===== config.mk =====
export PLATFORM = sky130hd
export DESIGN_NAME = round_robin_task_scheduler
export DESIGN_NICKNAME = d
export VERILOG_FILES = /design/src/rtl/rrts_pkg.sv /design/src/rtl/rrts_front.sv /design/src/rtl/rrts_cmd_fifo.sv /design/src/rtl/rrts_back.sv /design/src/rtl/round_robin_task_scheduler.sv
export SDC_FILE = /design/constraint.sdc
export NUM_CORES = 1
export LEC_CHECK = 0
export BUFFER_PORTS_ARGS = -buffer_cell sky130_fd_sc_hd__buf_4
export CORE_AREA = 2 2 253 255
export CTS_BUF_LIST = sky130_fd_sc_hd__clkbuf_16
export CTS_CLUSTER_DIAMETER = 150
export DETAILED_ROUTE_END_ITERATION = 12
export DIE_AREA = 0 0 255 257
export GPL_TIMING_DRIVEN = 0
export SLEW_MARGIN = 20
export SYNTH_ARGS = -nofsm -noshare
export SYNTH_HDL_FRONTEND = slang
export SYNTH_SLANG_ARGS = --single-unit

===== constraint.sdc =====
create_clock -name clock -period 3.1 [get_ports clock]
set_input_delay 0.155 -clock clock [delete_from_list [all_inputs] [get_ports clock]]
set_output_delay 0.155 -clock clock [all_outputs]
set_load 0.02 [all_outputs]

===== src/rtl/rrts_pkg.sv =====
// shared types and constants of the round-robin task scheduler
package rrts_pkg;

   localparam int DEF_TASK_COUNT = 16;
   localparam int DEF_IDLE_TASK  = 1;
   localparam int MAX_TASKS      = 16;
   localparam int CMD_FIFO_DEPTH = 2;

   localparam logic [7:0] PRIO_RESET = 8'd31;

   typedef enum logic [1:0] {
      KIND_CREATE  = 2'd0,
      KIND_BLOCK   = 2'd1,
      KIND_UNBLOCK = 2'd2,
      KIND_YIELD   = 2'd3
   } kind_type;

   typedef enum logic [2:0] {
      OP_CREATE  = 3'd0,
      OP_BLOCK   = 3'd1,
      OP_UNBLOCK = 3'd2,
      OP_YIELD   = 3'd3,
      OP_REJECT  = 3'd4
   } op_type;

   typedef enum logic [2:0] {
      TS_UNUSED  = 3'd0,
      TS_RUNNING = 3'd1,
      TS_READY   = 3'd2,
      TS_BLOCKED = 3'd3,
      TS_WAITING = 3'd4,
      TS_HANGING = 3'd5
   } task_state_type;

   typedef enum logic [2:0] {
      ERR_OK            = 3'd0,
      ERR_NOT_BLOCKED   = 3'd1,
      ERR_LIVE          = 3'd2,
      ERR_NONE_RUNNABLE = 3'd3,
      ERR_BAD_STATUS    = 3'd4
   } err_type;

   typedef struct packed {
      op_type         op;
      logic [3:0]     task_id;
      logic [7:0]     prio;
      task_state_type hold_state;
      err_type        err;
   } cmd_type;

endpackage


===== src/rtl/rrts_front.sv =====
// front end: takes request beats, checks them and turns them into commands
module rrts_front #(
   parameter int TASK_COUNT = rrts_pkg::DEF_TASK_COUNT
) (
   input  logic             req_valid,
   output logic             req_stall,
   input  logic [1:0]       req_kind,
   input  logic [3:0]       req_task_id,
   input  logic [7:0]       req_priority_req,
   input  logic [1:0]       req_block_status,
   input  logic             fifo_full,
   output logic             push,
   output rrts_pkg::cmd_type push_cmd
);
   import rrts_pkg::*;

   logic tid_ok;

   assign req_stall = fifo_full;
   assign push      = req_valid && !fifo_full;
   assign tid_ok    = int'(req_task_id) < TASK_COUNT;

   always_comb begin
      push_cmd            = '0;
      push_cmd.task_id    = req_task_id;
      push_cmd.prio       = req_priority_req;
      push_cmd.hold_state = TS_BLOCKED;
      push_cmd.err        = ERR_OK;
      unique case (kind_type'(req_kind))
         KIND_CREATE: begin
            push_cmd.op = OP_CREATE;
            if (!tid_ok) begin
               push_cmd.op  = OP_REJECT;
               push_cmd.err = ERR_LIVE;
            end
         end
         KIND_UNBLOCK: begin
            push_cmd.op = OP_UNBLOCK;
            if (!tid_ok) begin
               push_cmd.op  = OP_REJECT;
               push_cmd.err = ERR_NOT_BLOCKED;
            end
         end
         KIND_BLOCK: begin
            push_cmd.op = OP_BLOCK;
            unique case (req_block_status)
               2'd0: push_cmd.hold_state = TS_BLOCKED;
               2'd1: push_cmd.hold_state = TS_WAITING;
               2'd2: push_cmd.hold_state = TS_HANGING;
               default: begin
                  push_cmd.op  = OP_REJECT;
                  push_cmd.err = ERR_BAD_STATUS;
               end
            endcase
         end
         KIND_YIELD: push_cmd.op = OP_YIELD;
         default:    push_cmd.op = OP_REJECT;
      endcase
   end

endmodule


===== src/rtl/rrts_cmd_fifo.sv =====
// short command queue between the front end and the scheduling core
module rrts_cmd_fifo (
   input  logic              clock,
   input  logic              reset,
   input  logic              push,
   input  rrts_pkg::cmd_type push_cmd,
   output logic              full,
   input  logic              pop,
   output logic              head_valid,
   output rrts_pkg::cmd_type head_cmd
);
   import rrts_pkg::*;

   localparam int PW = $clog2(CMD_FIFO_DEPTH);
   localparam int FW = $clog2(CMD_FIFO_DEPTH + 1);

   cmd_type         slots_ff [CMD_FIFO_DEPTH];
   logic [PW-1:0]   wr_ptr_ff, wr_ptr_in;
   logic [PW-1:0]   rd_ptr_ff, rd_ptr_in;
   logic [FW-1:0]   fill_ff, fill_in;

   assign full       = fill_ff == FW'(CMD_FIFO_DEPTH);
   assign head_valid = fill_ff != '0;
   assign head_cmd   = slots_ff[rd_ptr_ff];

   always_comb begin
      wr_ptr_in = wr_ptr_ff;
      rd_ptr_in = rd_ptr_ff;
      fill_in   = fill_ff;
      if (push) begin
         wr_ptr_in = (wr_ptr_ff == PW'(CMD_FIFO_DEPTH - 1)) ? '0 : wr_ptr_ff + 1'b1;
      end
      if (pop) begin
         rd_ptr_in = (rd_ptr_ff == PW'(CMD_FIFO_DEPTH - 1)) ? '0 : rd_ptr_ff + 1'b1;
      end
      if (push && !pop) begin
         fill_in = fill_ff + 1'b1;
      end else if (pop && !push) begin
         fill_in = fill_ff - 1'b1;
      end
   end

   always_ff @(posedge clock) begin
      if (reset) begin
         wr_ptr_ff <= '0;
         rd_ptr_ff <= '0;
         fill_ff   <= '0;
      end else begin
         wr_ptr_ff <= wr_ptr_in;
         rd_ptr_ff <= rd_ptr_in;
         fill_ff   <= fill_in;
      end
   end

   always_ff @(posedge clock) begin
      if (push) begin
         slots_ff[wr_ptr_ff] <= push_cmd;
      end
   end

endmodule


===== src/rtl/rrts_back.sv =====
// scheduling core: status, priority and ready deque tables plus the reply register
module rrts_back #(
   parameter int TASK_COUNT = rrts_pkg::DEF_TASK_COUNT,
   parameter int IDLE_TASK  = rrts_pkg::DEF_IDLE_TASK
) (
   input  logic              clock,
   input  logic              reset,
   input  logic              cmd_valid,
   input  rrts_pkg::cmd_type cmd,
   output logic              cmd_pop,
   output logic              rsp_valid,
   input  logic              rsp_stall,
   output logic [3:0]        rsp_running_task,
   output logic [7:0]        rsp_time_slice,
   output logic              rsp_switched,
   output logic [2:0]        rsp_error_code
);
   import rrts_pkg::*;

   localparam int TBL_DEPTH = (TASK_COUNT < MAX_TASKS) ? TASK_COUNT : MAX_TASKS;
   localparam int TW        = $clog2(TBL_DEPTH);
   localparam int CW        = $clog2(TBL_DEPTH + 1);
   localparam int IDLE_IDX  = IDLE_TASK % TASK_COUNT;
   localparam logic [TW-1:0] IDLE_ID   = TW'(IDLE_IDX);
   localparam logic [TW-1:0] LAST_SLOT = TW'(TBL_DEPTH - 1);
   localparam logic [TW:0]   DEPTH_W   = (TW + 1)'(TBL_DEPTH);

   typedef enum logic [1:0] {
      SCH_EXEC  = 2'b01,
      SCH_GRANT = 2'b10
   } sched_state_type;

   sched_state_type state_ff, state_in;

   task_state_type status_ff [TBL_DEPTH];
   task_state_type status_in [TBL_DEPTH];
   logic [7:0]     prio_ff   [TBL_DEPTH];
   logic [7:0]     prio_in   [TBL_DEPTH];
   logic [TW-1:0]  queue_ff  [TBL_DEPTH];
   logic [TW-1:0]  queue_in  [TBL_DEPTH];
   logic [TW-1:0]  head_ff, head_in;
   logic [CW-1:0]  count_ff, count_in;
   logic [TW-1:0]  current_ff, current_in;
   logic           sw_ff, sw_in;
   err_type        err_ff, err_in;

   logic           rsp_valid_ff, rsp_valid_in;
   logic [3:0]     rsp_task_ff;
   logic [7:0]     rsp_slice_ff;
   logic           rsp_sw_ff;
   err_type        rsp_err_ff;

   logic           exec_go;
   logic           load;
   logic [TW-1:0]  tid;
   task_state_type tid_state;
   task_state_type idle_state;
   logic [TW-1:0]  head_task;
   logic [TW-1:0]  head_inc;
   logic [TW-1:0]  head_dec;
   logic [TW:0]    tail_sum;
   logic [TW-1:0]  tail;
   logic           queue_empty;
   logic           queue_full;

   function automatic logic is_held(task_state_type s);
      return s == TS_BLOCKED || s == TS_WAITING || s == TS_HANGING;
   endfunction

   assign exec_go     = (state_ff == SCH_EXEC) && cmd_valid;
   assign cmd_pop     = exec_go;
   assign load        = (state_ff == SCH_GRANT) && (!rsp_valid_ff || !rsp_stall);
   assign tid         = cmd.task_id[TW-1:0];
   assign tid_state   = status_ff[tid];
   assign idle_state  = status_ff[IDLE_ID];
   assign head_task   = queue_ff[head_ff];
   assign head_inc    = (head_ff == LAST_SLOT) ? '0 : head_ff + 1'b1;
   assign head_dec    = (head_ff == '0) ? LAST_SLOT : head_ff - 1'b1;
   assign tail_sum    = (TW + 1)'(head_ff) + (TW + 1)'(count_ff);
   assign tail        = (tail_sum >= DEPTH_W) ? TW'(tail_sum - DEPTH_W) : tail_sum[TW-1:0];
   assign queue_empty = count_ff == '0;
   assign queue_full  = count_ff == CW'(TBL_DEPTH);

   always_comb begin
      status_in  = status_ff;
      prio_in    = prio_ff;
      queue_in   = queue_ff;
      head_in    = head_ff;
      count_in   = count_ff;
      current_in = current_ff;
      sw_in      = sw_ff;
      err_in     = err_ff;
      if (exec_go) begin
         sw_in  = 1'b0;
         err_in = ERR_OK;
         unique case (cmd.op)
            OP_CREATE: begin
               if (tid_state != TS_UNUSED) begin
                  err_in = ERR_LIVE;
               end else begin
                  status_in[tid] = TS_READY;
                  prio_in[tid]   = cmd.prio;
                  if (!queue_full) begin
                     queue_in[tail] = tid;
                     count_in       = count_ff + 1'b1;
                  end
               end
            end
            OP_UNBLOCK: begin
               if (!is_held(tid_state)) begin
                  err_in = ERR_NOT_BLOCKED;
               end else begin
                  status_in[tid] = TS_READY;
                  if (!queue_full) begin
                     queue_in[head_dec] = tid;
                     head_in            = head_dec;
                     count_in           = count_ff + 1'b1;
                  end
               end
            end
            OP_BLOCK: begin
               if (!queue_empty) begin
                  status_in[current_ff] = cmd.hold_state;
                  status_in[head_task]  = TS_RUNNING;
                  current_in            = head_task;
                  head_in               = head_inc;
                  count_in              = count_ff - 1'b1;
                  sw_in                 = 1'b1;
               end else if (IDLE_ID == current_ff || is_held(idle_state)) begin
                  status_in[current_ff] = cmd.hold_state;
                  status_in[IDLE_ID]    = TS_RUNNING;
                  current_in            = IDLE_ID;
                  sw_in                 = 1'b1;
               end else begin
                  err_in = ERR_NONE_RUNNABLE;
               end
            end
            OP_YIELD: begin
               sw_in = 1'b1;
               if (!queue_empty) begin
                  queue_in[tail]        = current_ff;
                  status_in[current_ff] = TS_READY;
                  status_in[head_task]  = TS_RUNNING;
                  current_in            = head_task;
                  head_in               = head_inc;
               end
            end
            OP_REJECT: err_in = cmd.err;
            default:   err_in = cmd.err;
         endcase
      end
   end

   always_comb begin
      state_in = state_ff;
      unique case (state_ff)
         SCH_EXEC:  if (exec_go) state_in = SCH_GRANT;
         SCH_GRANT: if (load) state_in = SCH_EXEC;
         default:   state_in = SCH_EXEC;
      endcase
   end

   assign rsp_valid_in = load || (rsp_valid_ff && rsp_stall);

   always_ff @(posedge clock) begin
      if (reset) begin
         state_ff     <= SCH_EXEC;
         rsp_valid_ff <= 1'b0;
         head_ff      <= '0;
         count_ff     <= (IDLE_IDX != 0) ? CW'(1) : '0;
         current_ff   <= '0;
         for (int i = 0; i < TBL_DEPTH; i++) begin
            queue_ff[i] <= IDLE_ID;
            if (i == 0) begin
               status_ff[i] <= TS_RUNNING;
               prio_ff[i]   <= PRIO_RESET;
            end else if (i == IDLE_IDX) begin
               status_ff[i] <= TS_READY;
               prio_ff[i]   <= PRIO_RESET;
            end else begin
               status_ff[i] <= TS_UNUSED;
               prio_ff[i]   <= '0;
            end
         end
      end else begin
         state_ff     <= state_in;
         rsp_valid_ff <= rsp_valid_in;
         head_ff      <= head_in;
         count_ff     <= count_in;
         current_ff   <= current_in;
         status_ff    <= status_in;
         prio_ff      <= prio_in;
         queue_ff     <= queue_in;
      end
   end

   always_ff @(posedge clock) begin
      sw_ff  <= sw_in;
      err_ff <= err_in;
      if (load) begin
         rsp_task_ff  <= 4'(current_ff);
         rsp_slice_ff <= prio_ff[current_ff];
         rsp_sw_ff    <= sw_ff;
         rsp_err_ff   <= err_ff;
      end
   end

   assign rsp_valid        = rsp_valid_ff;
   assign rsp_running_task = rsp_task_ff;
   assign rsp_time_slice   = rsp_slice_ff;
   assign rsp_switched     = rsp_sw_ff;
   assign rsp_error_code   = rsp_err_ff;

endmodule


===== src/rtl/round_robin_task_scheduler.sv =====
// Round-robin task scheduler: one reply beat for every event beat (create, block, unblock,
// yield). In the scheduling core, the exec state updates the status, priority and ready
// deque tables from the head of the command queue, and the grant state loads the reply
// register with the running task and its priority; the front end keeps taking up to two
// events ahead of the core, and a stalled reply holds the core only in its grant state.
// Tables come out of reset holding task 0 running and the idle task ready, with no clearing
// pass. Tasks at or above the smaller of TASK_COUNT and 16 can never be created.
module round_robin_task_scheduler #(
   parameter int TASK_COUNT = rrts_pkg::DEF_TASK_COUNT,
   parameter int IDLE_TASK  = rrts_pkg::DEF_IDLE_TASK
) (
   input  logic       clock,
   input  logic       reset,
   input  logic       req_valid,
   output logic       req_stall,
   input  logic [1:0] req_kind,
   input  logic [3:0] req_task_id,
   input  logic [7:0] req_priority_req,
   input  logic [1:0] req_block_status,
   output logic       rsp_valid,
   input  logic       rsp_stall,
   output logic [3:0] rsp_running_task,
   output logic [7:0] rsp_time_slice,
   output logic       rsp_switched,
   output logic [2:0] rsp_error_code
);
   import rrts_pkg::*;

   logic    push;
   cmd_type push_cmd;
   logic    fifo_full;
   logic    cmd_pop;
   logic    cmd_valid;
   cmd_type cmd;

   rrts_front #(
      .TASK_COUNT(TASK_COUNT)
   ) u_front (
      .req_valid       (req_valid),
      .req_stall       (req_stall),
      .req_kind        (req_kind),
      .req_task_id     (req_task_id),
      .req_priority_req(req_priority_req),
      .req_block_status(req_block_status),
      .fifo_full       (fifo_full),
      .push            (push),
      .push_cmd        (push_cmd)
   );

   rrts_cmd_fifo u_fifo (
      .clock     (clock),
      .reset     (reset),
      .push      (push),
      .push_cmd  (push_cmd),
      .full      (fifo_full),
      .pop       (cmd_pop),
      .head_valid(cmd_valid),
      .head_cmd  (cmd)
   );

   rrts_back #(
      .TASK_COUNT(TASK_COUNT),
      .IDLE_TASK (IDLE_TASK)
   ) u_back (
      .clock           (clock),
      .reset           (reset),
      .cmd_valid       (cmd_valid),
      .cmd             (cmd),
      .cmd_pop         (cmd_pop),
      .rsp_valid       (rsp_valid),
      .rsp_stall       (rsp_stall),
      .rsp_running_task(rsp_running_task),
      .rsp_time_slice  (rsp_time_slice),
      .rsp_switched    (rsp_switched),
      .rsp_error_code  (rsp_error_code)
   );

endmodule

-- Word-level counts from Yosys, hierarchy flattened
Memory sizes are Yosys's and may differ from the RTL's. A register that Yosys moved wholly into a read port is not among the register bits.
Cells that the tools add are included.
- RAM bits: 42
- output and inout port bits: 18
- word-level logic and storage cells: 257
- bits in registers: 280
- input bits: 20
- memories kept: 1
- memory list (name ; depth ; bits a word ; rd ports ; clocked after Yosys merged registers in ; write ports ; line ; text):
    u_fifo.slots_ff ; 2 ; 21 ; 1 ; 1 ; 1 ; rrts_cmd_fifo.sv:17 ; cmd_type slots_ff [CMD_FIFO_DEPTH];
- bitwise gates (word level): 18
- reductions and logical operators: 45
- muxes and demuxes: 79
- eq/ne operators: 30
- $add $sub $neg: 10
- order comparisons: 12
- operators with widths (cell ; count):
    64-bit 2-to-1 mux ; 5
    48-bit 2-to-1 mux ; 5
    64-bit bitwise mux ; 3
    48-bit case mux with 4 select lines ; 1
    64-bit case mux with 3 select lines ; 1
    32-bit bitwise AND ; 4
    128-bit bitwise mux ; 1
    32-bit NOT ; 3
    16-bit OR ; 4
    4-bit 2-to-1 mux ; 13
    48-bit bitwise mux ; 1
    3-bit demux with 4-bit select ; 3
    5-bit >= comparator (second input constant) ; 7
    8-bit binary-select mux with 4-bit select ; 1
    4-bit demux with 4-bit select ; 2
    8-bit demux with 4-bit select ; 1
    3-bit 2-to-1 mux ; 10
    4-bit NOT with 5-bit output ; 6
    5-bit by 1-bit less-than comparator with 1-bit output (second input constant) ; 5
    8-bit 2-to-1 mux ; 3
    3-bit case mux with 4 select lines ; 2
    5-bit 2-to-1 mux ; 4
    4-bit binary-select mux with 4-bit select ; 1
    4-bit case mux with 2 select lines ; 2
    45 further kinds ; 106

-- Depth between registers and ports, before layout
- depth in word-level cells: 13
- gate-level depth with buffers: 14

-- Modules after synthesis
Synthesis repeated with hierarchy kept, for this count alone.
- cells, all modules: 1870
- area total of the unflattened synthesis: 17929.7 um^2
- modules (own cells, without submodules) (module ; sequential area each (um^2) ; area an instance (um^2) ; times used ; cells each):
    rrts_back ; 5725.5 ; 16007.9 ; 1 ; 1755
    rrts_cmd_fifo ; 1361.3 ; 1717.9 ; 1 ; 87
    rrts_front ; 0.0 ; 203.9 ; 1 ; 28

-- Worst setup path after synthesis
OpenSTA, ideal clock, no wires.
- kind: register -> register
- from: register u_back.head_ff[0]
- to: register u_back.status_ff[10] in the netlist's numbering
- required time: 2.968 ns
- setup slack: -0.125 ns
- library setup time: 0.132 ns
- arrival: 3.093 ns
- stages on the path, launching flop included: 11
- path buffers: 1
- path through: dfxtp_1 buf_1 mux4_2 a22o_1 a221oi_1 nor2b_1 nand2_1 nor2_1 nor2_1 a2111oi_0 nor3_1
- longest elaborated chain between the ends: 13
- elaborated cells between the ends (all ways): 16
- classes of those cells: order compare (2); mux (8); bitwise (5); reduce/logical (1)
- ends and longest elaborated chain (element ; line ; text):
    start: declaration ; rrts_back.sv:41 ; logic [TW-1:0] head_ff, head_in;
    start signal: assignment ; rrts_back.sv:188 ; head_ff <= head_in;
    4-bit NOT with 5-bit output (implied by the code) (*) ; rrts_back.sv:76 ; assign head_task = queue_ff[head_ff];
    4-bit binary-select mux with 4-bit select (*) ; rrts_back.sv:76 ;
    4-bit 2-to-1 mux (implied by the code) (*) (2 in series) ; rrts_back.sv:76 ;
    4-bit NOT with 5-bit output (implied by the code) (*) ; rrts_back.sv:124, rrts_back.sv:143 ;
    5-bit >= comparator (implied by the code) or 5-bit by 1-bit less-than comparator with 1-bit output (tied branches) ; rrts_back.sv:124, rrts_back.sv:143 ;
    1-bit logical AND (implied by the code) ; rrts_back.sv:124, rrts_back.sv:143 ;
    3-bit 2-to-1 mux (implied by the code) ; rrts_back.sv:124, rrts_back.sv:143 ;
    3-bit demux with 4-bit select (*) ; rrts_back.sv:124, rrts_back.sv:143 ;
    32-bit NOT (no line) (*) ; - ;
    32-bit bitwise AND (no line) ; - ;
    48-bit 2-to-1 mux (on tied branches) ; rrts_back.sv:140, rrts_back.sv:122 ;
    48-bit case mux with 4 select lines (*) ; rrts_back.sv:96 ; unique case (cmd.op)
    end signal: assignment ; rrts_back.sv:191 ; status_ff <= status_in;
    end: declaration ; rrts_back.sv:35 ; task_state_type status_ff [TBL_DEPTH];
Every way passes the cells marked *; elsewhere a longest branch is shown, timed or not. The select of a mux whose other input is x is not followed.
A chain may end at the register's enable or synchronous reset.

==> metrics.txt <==
Nets=2303; Synthesized Nets=2078; failing checks=negative setup slack; Placer Congestion=0.989; Worst-path clk slew=0.06 ns; Root Driver=clkbuf_16; DR WL/cell=between 20 and 25 µm; mapped cell area=18000 µm²; Slew Viols, Final=0; DP HPWL=50.3 mm; First DRT Iteration DRCs=2245; max_cap viols=0; final setup vio count=244; CP arrival=3.84 ns; DRT Wirelength=about 76 mm; Synth Instances=2041; RSZ-0062 raised after global routing=true; CP Class=reg2reg; endpoint class of the critical path=flip-flop; DRT antenna net count=0; clock sink count=319; Residual DRC=0; via count of the routed design=between 15k and 20k; H-tree levels=2; FF+latch count, synth=319; Worst setup SP type=flip-flop; Hold Fails Final Rpt=0; antenna violations before repair=0; CTS max path bufs=3; ys async rst share=0; most common cell after layout, fill and taps aside=nor2_1; layout cells sized above 1=0.326; skew final=0.0273 ns; Final period util=1.08; CP Max Fanout=10; CTS tree=done; I/O Buffers=36; DR vias/cell=5.94; Lkg Pwr=8.45 nW; Post-synth EDFFs=58; Row Count=92; syn avg cell area=8.83 µm²; Final WS setup=-0.261 ns; reg2reg path depth=15; FILL cells=6053; Die ar.=65500 µm²; Critical Path RT=roughly 3.6 ns; global-route wire length before repair=between 100 and 150 mm; Reg2Reg Setup Slack=-0.26 ns; gr ovfl total=0; commonest cells after routing, fill and taps aside=nor2_1 (294), dfxtp_1 (257), nand2_1 (149); worst IR drop on VDD=0.568 mV; sequential share of the synthesized area=0.387; # diodes=0; P&R area growth vs syn=37.1%; Yosys warning total=0; DIE HEIGHT=257 µm; GRT Overall Usage=0.220; r2r endpoint=u_back.queue_ff[4]; status=complete, but fails checks; Initial Util=0.287; die width=between 200 and 300 µm; Core Region=62700 µm²; clock insertion delay at the later pin of the skew report=0.59 ns; largest net degree at the start of global routing=20; Hold Path Class=in2reg; I/O pin total=38; CTS buffer count=39; Final Cell Area=24700 µm²; Post-synth top flop=dfxtp_1; dpl ws=-1.32 ns; DRT Pass-1 Iters=9; Relative slew margins=0.243; Synth cell types=71; fin crit period=3.36 ns; fmax=297 MHz; Pwr Density=approximately 880 nW/µm²; dpl cell area=roughly 19000 µm²; vias in the first global route=17.6k; Critical Path Sink=u_back.queue_ff[4]; Worst Max-Slew Pin Slew=around 1.1 ns
worst max-delay path, stage by stage (launching register included):
cell      delay (ns)
dfxtp_2         0.34
buf_12          0.14
mux2i_4         0.31
buf_6           0.16
buf_6           0.17
mux4_2          0.35
nand2_2         0.14
nand4_4         0.17
buf_6           0.19
nor4bb_4        0.16
nor3_4          0.45
buf_12          0.25
a21oi_4         0.06
buf_12          0.16
nor3_1          0.12
a21oi_1         0.06
flip-flops by register name (all words and copies together) (netlist names), named ones only:
signal                   count
u_back.queue_ff             64
u_back.rsp_running_task      4
u_fifo.rd_ptr_ff             1
u_back.status_ff            45
u_fifo.wr_ptr_ff             1
u_back.state_ff              2
u_back.rsp_error_code        3
u_back.idle_state            3
u_back.prio_ff             128
u_fifo.slots_ff             38
u_back.current_ff            4
u_fifo.fill_ff               2
u_back.rsp_switched          1
u_back.sw_ff                 1
u_back.err_ff                3
u_back.count_ff              5
u_back.rsp_time_slice        8
u_back.head_ff               4
u_back.rsp_valid             1
power by group:
group	leakage (nW)	switching (mW)	total [mW]	internal (mW)
clock	0.636	1.99	4.55	2.56
combinational	5.17	7.36	11.8	4.40
sequential	2.64	0.618	5.45	4.83
total	8.45	9.96	21.8	11.8
cell families (layout without fill, tap and decap cells):
group	after synthesis	after routing	synth area share
AND/OR/NAND/NOR	751	752	0.186
AO/OA/AOI/OAI	595	595	0.224
flip-flops	319	319	0.387
buffers and inverters	176	431	0.0422
multiplexers	168	168	0.142
adder cells (fa/ha/maj)	17	17	0.0126
XOR/XNOR	15	15	0.00729
metal layers:
layer / part of all wire / wire length, µm / GRT usage
met2: 0.46 / 34800 / 0.344
met3: 0.099 / 7530 / 0.0477
met1: 0.39 / 29500 / 0.283
met4: 0.057 / 4300 / 0.114
met5: 0 / 0 / 0
area by class of cell:
| type | count | area (µm²) | share of cell area |
|---|---|---|---|
| repair buffers | 188 | 1960 | 0.0795 |
| inverters | 22 | 83.8 | 0.00339 |
| clock buffers | 39 | 976 | 0.0395 |
| clock inverters | 33 | 267 | 0.0108 |
| plain buffers | 149 | 1010 | 0.0409 |
| multi-input cells | 1547 | 12400 | 0.501 |
| well taps | 846 | 1060 | 0.0429 |
| flip-flops and latches | 319 | 6970 | 0.282 |
synthesized netlist by cell type, types with 5 or more instances:
cell type | number | area (µm²)
nand2_1 | 158 | 593
a21oi_1 | 94 | 470
buf_4 | 5 | 37.5
a311oi_1 | 34 | 298
nor2_1 | 400 | 1500
a21o_1 | 17 | 128
a221oi_1 | 27 | 236
o211ai_1 | 19 | 143
buf_2 | 16 | 80.1
o21ai_0 | 134 | 671
and2_1 | 16 | 100
mux2i_1 | 88 | 881
o221ai_1 | 23 | 201
or3_1 | 5 | 31.3
mux2_2 | 10 | 113
nor3_2 | 7 | 70.1
a22o_1 | 7 | 61.3
xor2_1 | 7 | 61.3
nand2b_1 | 15 | 93.8
a31oi_1 | 20 | 125
nor2b_1 | 20 | 125
o22ai_1 | 10 | 62.6
dfxtp_1 | 261 | 5230
nor3_1 | 66 | 330
clkbuf_1 | 115 | 432
o32ai_1 | 13 | 114
a211o_1 | 10 | 87.6
inv_1 | 21 | 78.8
a211oi_1 | 140 | 1050
o31a_1 | 9 | 78.8
buf_1 | 10 | 37.5
mux4_2 | 68 | 1530
a32oi_1 | 10 | 87.6
edfxtp_1 | 58 | 1740
buf_6 | 8 | 90.1
nor2_4 | 7 | 78.8
nand3_1 | 25 | 125
ha_1 | 15 | 188
a2111oi_0 | 6 | 52.6
xnor2_1 | 8 | 70.1
repair_timing:
item                                    CTS  global route
endpoints found under the hold margin    34             0
endpoints found under the setup margin  264           252
hold buffers                             14             0
pin swaps                               128           120
setup buffers                            71            47
gates cloned                             13             7
resized for setup                       326           354
stage by stage:
step / cells / TNS, ns / util / hold WS (ns) / power, mW
2_1_floorplan: 2041 / 0 / - / 0.254 / 10.9
3_3_place_gp: 2923 / -262.29 / 0.309 / 0.340 / 13.5
3_5_place_dp: 2925 / -263.92 / 0.310 / 0.343 / 13.6
4_1_cts: 3094 / -11.55 / 0.365 / 0.0205 / 19.9
5_1_grt: 3143 / -54.90 / 0.394 / 0.0353 / 22.5
6_report: 3143 / -36.09 / 0.394 / 0.0249 / 21.8
worst min path at each step:
stage | depth (start not counted) | endpoint | from | slack (ns)
2_1_floorplan | 0 | u_fifo.slots_ff[0][10] | req_priority_req[4] | 0.25
3_3_place_gp | 1 | u_fifo.slots_ff[0][7] | req_priority_req[1] | 0.34
3_5_place_dp | 1 | u_fifo.slots_ff[1][7] | req_priority_req[1] | 0.34
4_1_cts | 4 | u_fifo.wr_ptr_ff | req_valid | 0.02
5_1_grt | 2 | u_fifo.slots_ff[1][18] | req_kind[0] | 0.04
6_report | 4 | u_fifo.wr_ptr_ff | req_valid | 0.02
Note: power is estimated with default switching activity, not from simulation.
